<file path="src/design/ddct_pkg.sv">
// Package for the dual down-counter timer: payload structs, register offsets,
// operation codes and control bit positions. No dependencies.
`timescale 1ns / 1ps

package ddct_pkg;

    // Width of each down-counter and of its reload register (16 to 32).
    localparam int CNT_W = 32;

    typedef logic [CNT_W-1:0] t_cnt;

    localparam t_cnt CNT_FULL_MASK  = '1;
    localparam t_cnt CNT_LOW16_MASK = t_cnt'(32'h0000_FFFF);

    // Operation codes of an input item. Code three does nothing.
    localparam logic [1:0] OP_TICK  = 2'd0;
    localparam logic [1:0] OP_READ  = 2'd1;
    localparam logic [1:0] OP_WRITE = 2'd2;

    // Register offsets inside one counter's window (low three index bits).
    localparam logic [2:0] REG_LOAD    = 3'd0;
    localparam logic [2:0] REG_VALUE   = 3'd1;
    localparam logic [2:0] REG_CONTROL = 3'd2;
    localparam logic [2:0] REG_INTCLR  = 3'd3;
    localparam logic [2:0] REG_RIS     = 3'd4;
    localparam logic [2:0] REG_MIS     = 3'd5;
    localparam logic [2:0] REG_BGLOAD  = 3'd6;

    // Bit positions in the CONTROL register.
    localparam int CTL_ONESHOT_BIT  = 0;
    localparam int CTL_SIZE32_BIT   = 1;
    localparam int CTL_INTEN_BIT    = 5;
    localparam int CTL_PERIODIC_BIT = 6;
    localparam int CTL_ENABLE_BIT   = 7;

    typedef struct packed {
        logic [1:0]  opcode;
        logic [3:0]  reg_index;
        logic [31:0] write_data;
    } t_in_item;

    typedef struct packed {
        logic [31:0] read_data;
        logic        irq_first;
        logic        irq_second;
    } t_out_item;

endpackage

</file>
<file path="src/design/dual_down_counter_timer.sv">
// Top level of the dual down-counter timer: input register, counter state and
// its update logic, result register. Depends on ddct_pkg.
`timescale 1ns / 1ps

// Two independent down-counters behind one sixteen-word register window, in
// the style of a common dual timer peripheral. Every input transfer carries
// one operation: a clock tick (both enabled counters step down), a register
// read or a register write; index bit 3 picks the second counter and the low
// three bits pick LOAD, VALUE, CONTROL, INTCLR, RIS, MIS or BGLOAD. Every
// input transfer produces exactly one output transfer holding the read data
// (zero for ticks, writes and unused offsets) and both masked interrupt lines
// as they stand after the operation. The block takes one transfer per clock
// and keeps that rate as long as the output side is ready; an item is held in
// the input register and then moves into the result register, which offers
// its result to the output side. The rate is set by the single state update
// per cycle: each counter's decrement, zero test and reload selection sit
// between the input register and the state registers. A stalled output holds
// the current result and the input register stays full, so at most two items
// are in flight.
module dual_down_counter_timer (
    input  logic               i_clk,
    input  logic               i_rst_n,
    input  logic               i_in_valid,
    output logic               o_in_ready,
    input  ddct_pkg::t_in_item  i_in_data,
    output logic               o_out_valid,
    input  logic               i_out_ready,
    output ddct_pkg::t_out_item o_out_data
);

    // Input register.
    logic               r_in_valid;
    ddct_pkg::t_in_item r_in;

    // Result register.
    logic                r_out_valid;
    ddct_pkg::t_out_item r_out;
    ddct_pkg::t_out_item n_out;

    // Counter state, one entry per counter.
    ddct_pkg::t_cnt r_count  [2];
    ddct_pkg::t_cnt r_reload [2];
    logic [7:0]     r_ctrl   [2];
    logic [1:0]     r_raw;
    logic [1:0]     r_halted;

    ddct_pkg::t_cnt n_count  [2];
    ddct_pkg::t_cnt n_reload [2];
    logic [7:0]     n_ctrl   [2];
    logic [1:0]     n_raw;
    logic [1:0]     n_halted;

    logic           fire;
    logic           sel_cnt;
    logic [2:0]     sel_reg;
    ddct_pkg::t_cnt wr_cnt;

    // The held item is processed when the result register is free or is
    // being emptied in this same cycle.
    assign fire       = r_in_valid && (!r_out_valid || i_out_ready);
    assign o_in_ready = !r_in_valid || fire;

    assign sel_cnt = r_in.reg_index[3];
    assign sel_reg = r_in.reg_index[2:0];
    assign wr_cnt  = r_in.write_data[ddct_pkg::CNT_W-1:0];

    // Next state of both counters. The loop covers the two independent
    // counters; ticks act on both, bus writes only on the selected one.
    always_comb begin
        ddct_pkg::t_cnt m;
        ddct_pkg::t_cnt v;
        ddct_pkg::t_cnt v_dec;
        for (int c = 0; c < 2; c++) begin
            n_count[c]  = r_count[c];
            n_reload[c] = r_reload[c];
            n_ctrl[c]   = r_ctrl[c];
            n_raw[c]    = r_raw[c];
            n_halted[c] = r_halted[c];

            // In 16-bit mode only the low half counts and is kept.
            m     = r_ctrl[c][ddct_pkg::CTL_SIZE32_BIT] ? ddct_pkg::CNT_FULL_MASK
                                                        : ddct_pkg::CNT_LOW16_MASK;
            v     = r_count[c] & m;
            v_dec = v - 1'b1;

            if (r_in.opcode == ddct_pkg::OP_TICK) begin
                if (r_ctrl[c][ddct_pkg::CTL_ENABLE_BIT] && !r_halted[c]) begin
                    if (v != '0) begin
                        n_count[c] = v_dec;
                        if (v_dec == '0) begin
                            n_raw[c] = 1'b1;
                            if (r_ctrl[c][ddct_pkg::CTL_ONESHOT_BIT]) begin
                                n_halted[c] = 1'b1;
                            end
                        end
                    end else if (r_ctrl[c][ddct_pkg::CTL_ONESHOT_BIT]) begin
                        // One-shot takes precedence over periodic.
                        n_count[c]  = v;
                        n_halted[c] = 1'b1;
                    end else if (r_ctrl[c][ddct_pkg::CTL_PERIODIC_BIT]) begin
                        n_count[c] = r_reload[c] & m;
                        if ((r_reload[c] & m) == '0) begin
                            n_raw[c] = 1'b1;
                        end
                    end else begin
                        // Free-running wraps to all ones at the current size.
                        n_count[c] = m;
                    end
                end
            end else if (r_in.opcode == ddct_pkg::OP_WRITE && sel_cnt == c[0]) begin
                unique case (sel_reg)
                    ddct_pkg::REG_LOAD: begin
                        n_reload[c] = wr_cnt;
                        n_count[c]  = wr_cnt;
                        n_halted[c] = 1'b0;
                        if ((wr_cnt & m) == '0) begin
                            n_raw[c] = 1'b1;
                        end
                    end
                    ddct_pkg::REG_CONTROL: begin
                        n_ctrl[c] = r_in.write_data[7:0];
                        if (!r_in.write_data[ddct_pkg::CTL_ONESHOT_BIT]) begin
                            n_halted[c] = 1'b0;
                        end
                    end
                    ddct_pkg::REG_INTCLR: begin
                        n_raw[c] = 1'b0;
                    end
                    ddct_pkg::REG_BGLOAD: begin
                        n_reload[c] = wr_cnt;
                    end
                    default: begin
                        // VALUE, RIS, MIS and the unused offset ignore writes.
                    end
                endcase
            end
        end
    end

    // Result of the held item. Reads never change state, so the read mux
    // looks at the current registers.
    always_comb begin
        ddct_pkg::t_cnt rm;
        rm = r_ctrl[sel_cnt][ddct_pkg::CTL_SIZE32_BIT] ? ddct_pkg::CNT_FULL_MASK
                                                      : ddct_pkg::CNT_LOW16_MASK;
        n_out.read_data = '0;
        if (r_in.opcode == ddct_pkg::OP_READ) begin
            unique case (sel_reg)
                ddct_pkg::REG_LOAD,
                ddct_pkg::REG_BGLOAD:  n_out.read_data = 32'(r_reload[sel_cnt]);
                ddct_pkg::REG_VALUE:   n_out.read_data = 32'(r_count[sel_cnt] & rm);
                ddct_pkg::REG_CONTROL: n_out.read_data = 32'(r_ctrl[sel_cnt]);
                ddct_pkg::REG_RIS:     n_out.read_data = 32'(r_raw[sel_cnt]);
                ddct_pkg::REG_MIS:     n_out.read_data =
                    32'(r_raw[sel_cnt] & r_ctrl[sel_cnt][ddct_pkg::CTL_INTEN_BIT]);
                default:               n_out.read_data = '0;
            endcase
        end
        // Interrupt lines reflect the state after this item.
        n_out.irq_first  = n_raw[0] & n_ctrl[0][ddct_pkg::CTL_INTEN_BIT];
        n_out.irq_second = n_raw[1] & n_ctrl[1][ddct_pkg::CTL_INTEN_BIT];
    end

    always_ff @(posedge i_clk) begin
        if (!i_rst_n) begin
            r_in_valid  <= 1'b0;
            r_out_valid <= 1'b0;
            r_raw       <= '0;
            r_halted    <= '0;
            for (int c = 0; c < 2; c++) begin
                r_count[c]  <= ddct_pkg::CNT_FULL_MASK;
                r_reload[c] <= '0;
                r_ctrl[c]   <= '0;
            end
        end else begin
            if (o_in_ready) begin
                r_in_valid <= i_in_valid;
            end
            if (fire) begin
                r_out_valid <= 1'b1;
                r_raw       <= n_raw;
                r_halted    <= n_halted;
                for (int c = 0; c < 2; c++) begin
                    r_count[c]  <= n_count[c];
                    r_reload[c] <= n_reload[c];
                    r_ctrl[c]   <= n_ctrl[c];
                end
            end else if (i_out_ready) begin
                r_out_valid <= 1'b0;
            end
        end
    end

    // Payload registers need no reset.
    always_ff @(posedge i_clk) begin
        if (o_in_ready && i_in_valid) begin
            r_in <= i_in_data;
        end
        if (fire) begin
            r_out <= n_out;
        end
    end

    assign o_out_valid = r_out_valid;
    assign o_out_data  = r_out;

endmodule

</file>
<file path="config.mk">
export PLATFORM = sky130hd
export DESIGN_NAME = dual_down_counter_timer
export DESIGN_NICKNAME = d
export VERILOG_FILES = /design/src/design/ddct_pkg.sv /design/src/design/dual_down_counter_timer.sv
export SDC_FILE = /design/constraint.sdc
export NUM_CORES = 1
export LEC_CHECK = 0
export ABC_CLOCK_PERIOD_IN_PS = 13340
export BUFFER_PORTS_ARGS = -buffer_cell sky130_fd_sc_hd__buf_2
export CORE_MARGIN = 8
export CORE_UTILIZATION = 51
export CTS_BUF_LIST = sky130_fd_sc_hd__clkbuf_8
export DETAILED_ROUTE_END_ITERATION = 6
export MAX_ROUTING_LAYER = met4
export PLACE_DENSITY = 0.71
export RECOVER_POWER = 100
export SYNTH_ARGS = -nofsm -noshare
export SYNTH_HDL_FRONTEND = slang
export SYNTH_SLANG_ARGS = --single-unit
</file>
<file path="constraint.sdc">
create_clock -name i_clk -period 13.34 [get_ports i_clk]
set_clock_uncertainty 0.2 [all_clocks]
set_input_delay 1.334 -clock i_clk [delete_from_list [all_inputs] [get_ports i_clk]]
set_output_delay 1.334 -clock i_clk [all_outputs]
set_load 0.05 [all_outputs]
</file>
* After elaboration in Yosys (flattened, before gate mapping)
Memory sizes are Yosys's and may differ from the RTL's. A register that Yosys moved wholly into a read port is not among the register bits. Cells that the tools add are included.
Word-level totals: flip-flop bits (word level) 78, bits in latches 0, bits in writable memories 144, memory bits (read-only) 0, input bits 42, output and inout bits 36, memories 3
Operators by class: $add $sub $neg 2, $mul 0, div/mod/pow operators 0, magnitude comparators 1, eq/ne operators 13, shift-type cells 0, multiplexer cells 81, bitwise logic cells 17, reductions and logical operators 29
Memory list:
- r_count | depth 2, width 32, rd ports 3, clocked after Yosys merged registers in 1, wr ports 2, RTL line dual_down_counter_timer.sv:41 | ddct_pkg::t_cnt r_count [2];
- r_reload | depth 2, width 32, rd ports 3, clocked after Yosys merged registers in 1, wr ports 2, RTL line dual_down_counter_timer.sv:42 | ddct_pkg::t_cnt r_reload [2];
- r_ctrl | depth 2, width 8, rd ports 3, clocked after Yosys merged registers in 1, wr ports 2, RTL line dual_down_counter_timer.sv:43 | logic [7:0] r_ctrl [2];
Operators by type and width (number):
- 32-bit 2-to-1 mux | 27
- 32-bit bitwise AND | 7
- 32-bit zero test | 6
- 32-bit one-hot mux with 5 select lines | 1
- 8-bit 2-to-1 mux | 8
- 32-bit nonzero test | 2
- 32-bit by 1-bit subtractor with 32-bit output, second input constant | 2
- 1-bit 2-to-1 mux | 42
- 6-bit AND reduction | 2
- 3-bit equality test, second input constant | 3
- 3-bit by 2-bit equality test with 1-bit output, second input constant | 2
- 1-bit logical AND | 6
- 3-bit by 2-bit inequality test with 1-bit output, second input constant | 2
- 1-bit bitwise OR | 6
- 1-bit one-hot mux with 2 select lines | 3
- 2-bit nonzero test | 3
- 1-bit zero test | 4
- 2-bit by 1-bit inequality test with 1-bit output, second input constant | 2
- 1-bit bitwise AND | 3
- 3-bit by 1-bit equality test with 1-bit output, second input constant | 1
- 3-bit zero test | 1
- 3-bit inequality test, second input constant | 1
- 3-bit nonzero test | 1
- 2-bit by 1-bit equality test with 1-bit output, second input constant | 1
- 6 further kinds | 7

* Depth between registers and ports, before layout
depth in word-level cells 10, mapped depth 11

* Worst setup path before layout
Ideal clock, no wire load.
path type in2reg, from in i_out_ready, to mem r_reload[0][0] in the netlist's numbering (enable), arrival time 4292 ps, required time 12674 ps, slack 8382 ps, cell stages on the path 6, path buffers 1, cells stage by stage nor2b_1 -> nand2b_1 -> inv_1 -> clkbuf_1 -> nand2_1 -> o21ai_0
RTL lines:
- from (decl) | RTL line dual_down_counter_timer.sv:27 | input logic i_out_ready,
- to (decl) | RTL line dual_down_counter_timer.sv:42

==> qor.tcl <==
set qor(run_status) {finished, violations left}
set qor(violations) {capacitance limit, slew limit}
set qor(fp.coreArea_mm2) 0.0258
set qor(ys_seq_area_frac) 0.499
set qor(floorplan.die.width_um) 177
set qor(floorplan.io_pins) 78
set qor(yosys_warnings) 0
set qor(most_used_cells_in_the_layout_excluding_fill_and_tap_cells) {sky130_fd_sc_hd__edfxtp_1 (216), sky130_fd_sc_hd__o21ai_0 (136), sky130_fd_sc_hd__nor2_1 (106), sky130_fd_sc_hd__nand2_1 (89), sky130_fd_sc_hd__a21oi_1 (76)}
set qor(grt_max_degree) 72
set qor(reg2reg_slack_ns) 6.93
set qor(drc) 0
set qor(mappedNetlistArea_mm2) 0.0133
set qor(synth_top_flop_cell) {sky130_fd_sc_hd__edfxtp_1}
set qor(drt-vias-per-instance) 6.83
set qor(vias_in_the_first_global_route) 11126
set qor(slowest_stage) {sky130_fd_sc_hd__clkbuf_1}
set qor(critical_path_endpoint_category) {flip-flop}
set qor(timing.setup.critical_path_class) {input port to flip-flop}
set qor(overflow) 0
set qor(crit_top_cell) {sky130_fd_sc_hd__clkbuf_1}
set qor(num-nets-final) 1418
set qor(maxClockFrequency_mhz) 145
set qor(p_leak_nw) 4.75
set qor(layout.cells.most_common) {sky130_fd_sc_hd__edfxtp_1}
set qor(hold_depth) 2
set qor(synth-edff-count) 216
set qor(critical_path_peak_fanout) 71
set qor(largest_family_of_logic_cells_by_synthesized_area) {compound AO/OA/AOI/OAI gates}
set qor(wire_per_inst_um) 26.1
set qor(cts_hold_buffers) 0
set qor(die-area_mm2) 0.0315
set qor(yosysTopAreaCell) {sky130_fd_sc_hd__edfxtp_1}
set qor(cellPowerDensity_mw_per_mm2) 112
set qor(grt_setup_unrepaired) {no}
set qor(port_buffers) 77
set qor(hold_path_class) {flip-flop to flip-flop}
set qor(seq_area_mm2) 0.00663
set qor(synthXorXnorAreaFrac) 0.0204
set qor(grt_use_met3) 0.0915
set qor(post_synth_inst_count) 1340
set qor(postRouteWirelength_mm) 45.2
set qor(number_of_distinct_standard_cells_referenced_by_the_synthesized_netlist) 75
set qor(cts.sink_count) 223
set qor(cts-root-to-sink-buffers) 3
set qor(max_slew_margin) -2.16
set qor(ys_seq_elements) 223
set qor(vdd_drop_max_mv) 0.0845
set qor(cp.arrival_ns) 6.98
set qor(final_area_mm2) 0.0145
set qor(synthMuxAreaShare) 0.0448
set qor(core.rowCount) 59
set qor(post_cts_buffers) 0
set qor(cell_by_cell_trace_of_the_critical_path) {buf_2 > nor2b_1 > nand2b_1 > clkinv_1 > clkbuf_1 > and2_0 > clkbuf_1 > nand2_1 > a21oi_1 > o21ai_0}
set qor(synth_compound_gate_area_share) 0.195
set qor(synth_fp_nets) 1388
set qor(layout_min_cycle_time_ns) 6.90
set qor(cts_root_buf) {sky130_fd_sc_hd__clkbuf_8}
set qor(r2r-start) {o_out_valid$_SDFFE_PN0P_}
set qor(route.vias.total) 11855
set qor(initial_util) 0.514
set qor(met1_usage) 0.403
set qor(grt_pass1_wl_mm) 68.4
set qor(synth_fa_ha_area_frac) 0.00565
set qor(finalMaxSlewViolations) 360
set qor(dr.first_iter.drc_count) 1821
set qor(globalRoute.busiestLayer) {met2}
set qor(fillerInstances) 2357
set qor(ant_nets) 0
set qor(floorplan.die.height_um) 177
set qor(netlist.area_leader.share) 0.488
set qor(area_delta_synth_final_pct) 9.06
set qor(holdPathEnd) {r_halted[0]$_SDFFE_PN0P_}
set qor(cts_tree) {yes}
set qor(clkTransAtPathRegs_ns) 0.06
set qor(final_layout_size_suffix_gt1_frac) 0.0943
set qor(multiInputGateArea_mm2) 0.00614
set qor(clock_insertion_delay_worst_skew_ns) 0.56
set qor(yosys-top-cells-area) {sky130_fd_sc_hd__edfxtp_1 (49%), sky130_fd_sc_hd__o21ai_0 (5.1%), sky130_fd_sc_hd__mux2i_1 (4.1%), sky130_fd_sc_hd__nor2_1 (3.0%), sky130_fd_sc_hd__a21oi_1 (2.9%)}
set qor(slowest_delay_ns) 2.61
set qor(worst_r2r_path_depth) 9
set qor(combined_global_route_utilization_of_all_metal_layers) 0.292
set qor(critical_path.reg2reg.endpoint) {r_count[0][0]$_SDFFCE_PN1P_}
set qor(worst-slew-pin-transition_ns) 4.73
set qor(cts_buffers) 40
set qor(antenna_violations_before_repair) 0
set qor(final.setup.tns_ns) 0
set qor(total_iterations_of_the_first_detailed_routing_run) 7
set qor(hpwl_mm) 31.8
set qor(finalHoldViolations) 0
set qor(critPathTopFamily) {buffers and inverters}
set qor(final_min_period_over_clock_period) 0.517
set qor(gp_congestion) 1.02
set qor(clock_tree.htree_level_count) 2
set qor(worstSetupStartpointType) {input port}
set qor(synth-simple-area-share) 0.195
set qor(critical_path_required_ns) 13.42
set qor(placed_area_mm2) 0.0139
set qor(hp-start) {r_halted[0]$_SDFFE_PN0P_}
set qor(asyncSetResetFlopFracSynth) 0
set qor(critical_path.n_buffers_inverters) 4
set qor(grtUsageMet2) 0.406
set qor(setup_viol) 0
set qor(cts-resized-gates) 0
set qor(timing.max_cap.violations) 8
set qor(postSynthAreaPerCell_um2) 9.91
[tightest hold or removal path, stage by stage, from the launching register on]
cell                      delay, ns
sky130_fd_sc_hd__dfxtp_1       0.32
sky130_fd_sc_hd__a21oi_1       0.11
sky130_fd_sc_hd__nor3_1        0.05
[cell families after synthesis]
kind of cell | Yosys count
adders and majority gates | 6
xor gates and xnor gates | 31
muxes | 59
and+or+nand+nor | 480
DFF | 223
AOI/OAI and AO/OA | 403
buffers and inverters | 138
[worst max path at each step]
stage	startpoint	to	slack [ns]	cells past startpoint
2_1_floorplan	i_out_ready	r_reload[0][0]$_SDFFCE_PN0P_	8.38	6
3_3_place_gp	i_out_ready	r_ctrl[1][0]$_SDFFCE_PN0P_	9.21	10
3_5_place_dp	i_out_ready	r_ctrl[1][4]$_SDFFCE_PN0P_	9.14	10
4_1_cts	r_count[0][0]$_SDFFCE_PN1P_	o_out_data[1]$_DFFE_PP_	9.22	10
5_1_grt	i_out_ready	r_reload[0][17]$_SDFFCE_PN0P_	6.11	8
6_report	i_out_ready	r_count[0][0]$_SDFFCE_PN1P_	6.44	10
[area by class of cell]
| type | count | share of cell area |
|---|---|---|
| clock inverters | 30 | 0.0106 |
| inverters | 28 | 0.00725 |
| well taps | 335 | 0.0289 |
| multi-input cells | 979 | 0.423 |
| repair buffers | 98 | 0.0320 |
| clock buffers | 42 | 0.0399 |
| diodes | 1 | 0.000173 |
| flip-flops and latches | 223 | 0.458 |
[registers in the layout, indices dropped and copies added, names as in the netlist, named ones only]
register	count
o_out_data	34
r_in_valid	1
o_out_valid	1
wr_cnt	32
r_ctrl	16
r_in	6
r_reload	64
r_raw	2
r_halted	2
r_count	64
[Yosys cell counts, types with 13 or more instances]
library cell,number
sky130_fd_sc_hd__a21oi_1,76
sky130_fd_sc_hd__and2_1,20
sky130_fd_sc_hd__and3_1,34
sky130_fd_sc_hd__clkbuf_1,89
sky130_fd_sc_hd__edfxtp_1,216
sky130_fd_sc_hd__inv_1,28
sky130_fd_sc_hd__mux2i_1,55
sky130_fd_sc_hd__nand2_1,89
sky130_fd_sc_hd__nand2b_1,14
sky130_fd_sc_hd__nand3_1,22
sky130_fd_sc_hd__nand4_1,15
sky130_fd_sc_hd__nor2_1,107
sky130_fd_sc_hd__nor2b_1,35
sky130_fd_sc_hd__nor3_1,31
sky130_fd_sc_hd__nor4_1,45
sky130_fd_sc_hd__o21ai_0,136
sky130_fd_sc_hd__o22a_1,24
sky130_fd_sc_hd__o22ai_1,23
sky130_fd_sc_hd__o31ai_1,15
sky130_fd_sc_hd__or3_1,16
sky130_fd_sc_hd__or4_1,13
sky130_fd_sc_hd__xor2_1,20
[power breakdown]
group	internal (mW)	switching (mW)	total (mW)	leakage, nW
combinational	0.0544	0.117	0.172	2.27
clock	0.312	0.291	0.602	0.427
sequential	0.805	0.0414	0.846	2.05
[routing by layer]
metal,up-vias,routed length (um)
met3,113,6260
met1,5665,18500
met4,0,1290
met2,853,19200
li1,5224,-
met5,-,0
[through the flow]
stage	total power [mW]	utilization	setup slack [ns]	hold WS [ns]	std cells
2_1_floorplan	0.953	-	8.38	0.273	1340
3_3_place_gp	1.02	0.536	9.21	0.311	1663
3_5_place_dp	1.02	0.536	9.14	0.319	1663
4_1_cts	1.62	0.564	9.22	0.330	1735
5_1_grt	1.66	0.561	6.11	0.360	1735
6_report	1.62	0.561	6.44	0.329	1736
Note: power is estimated with default switching activity, not from simulation.
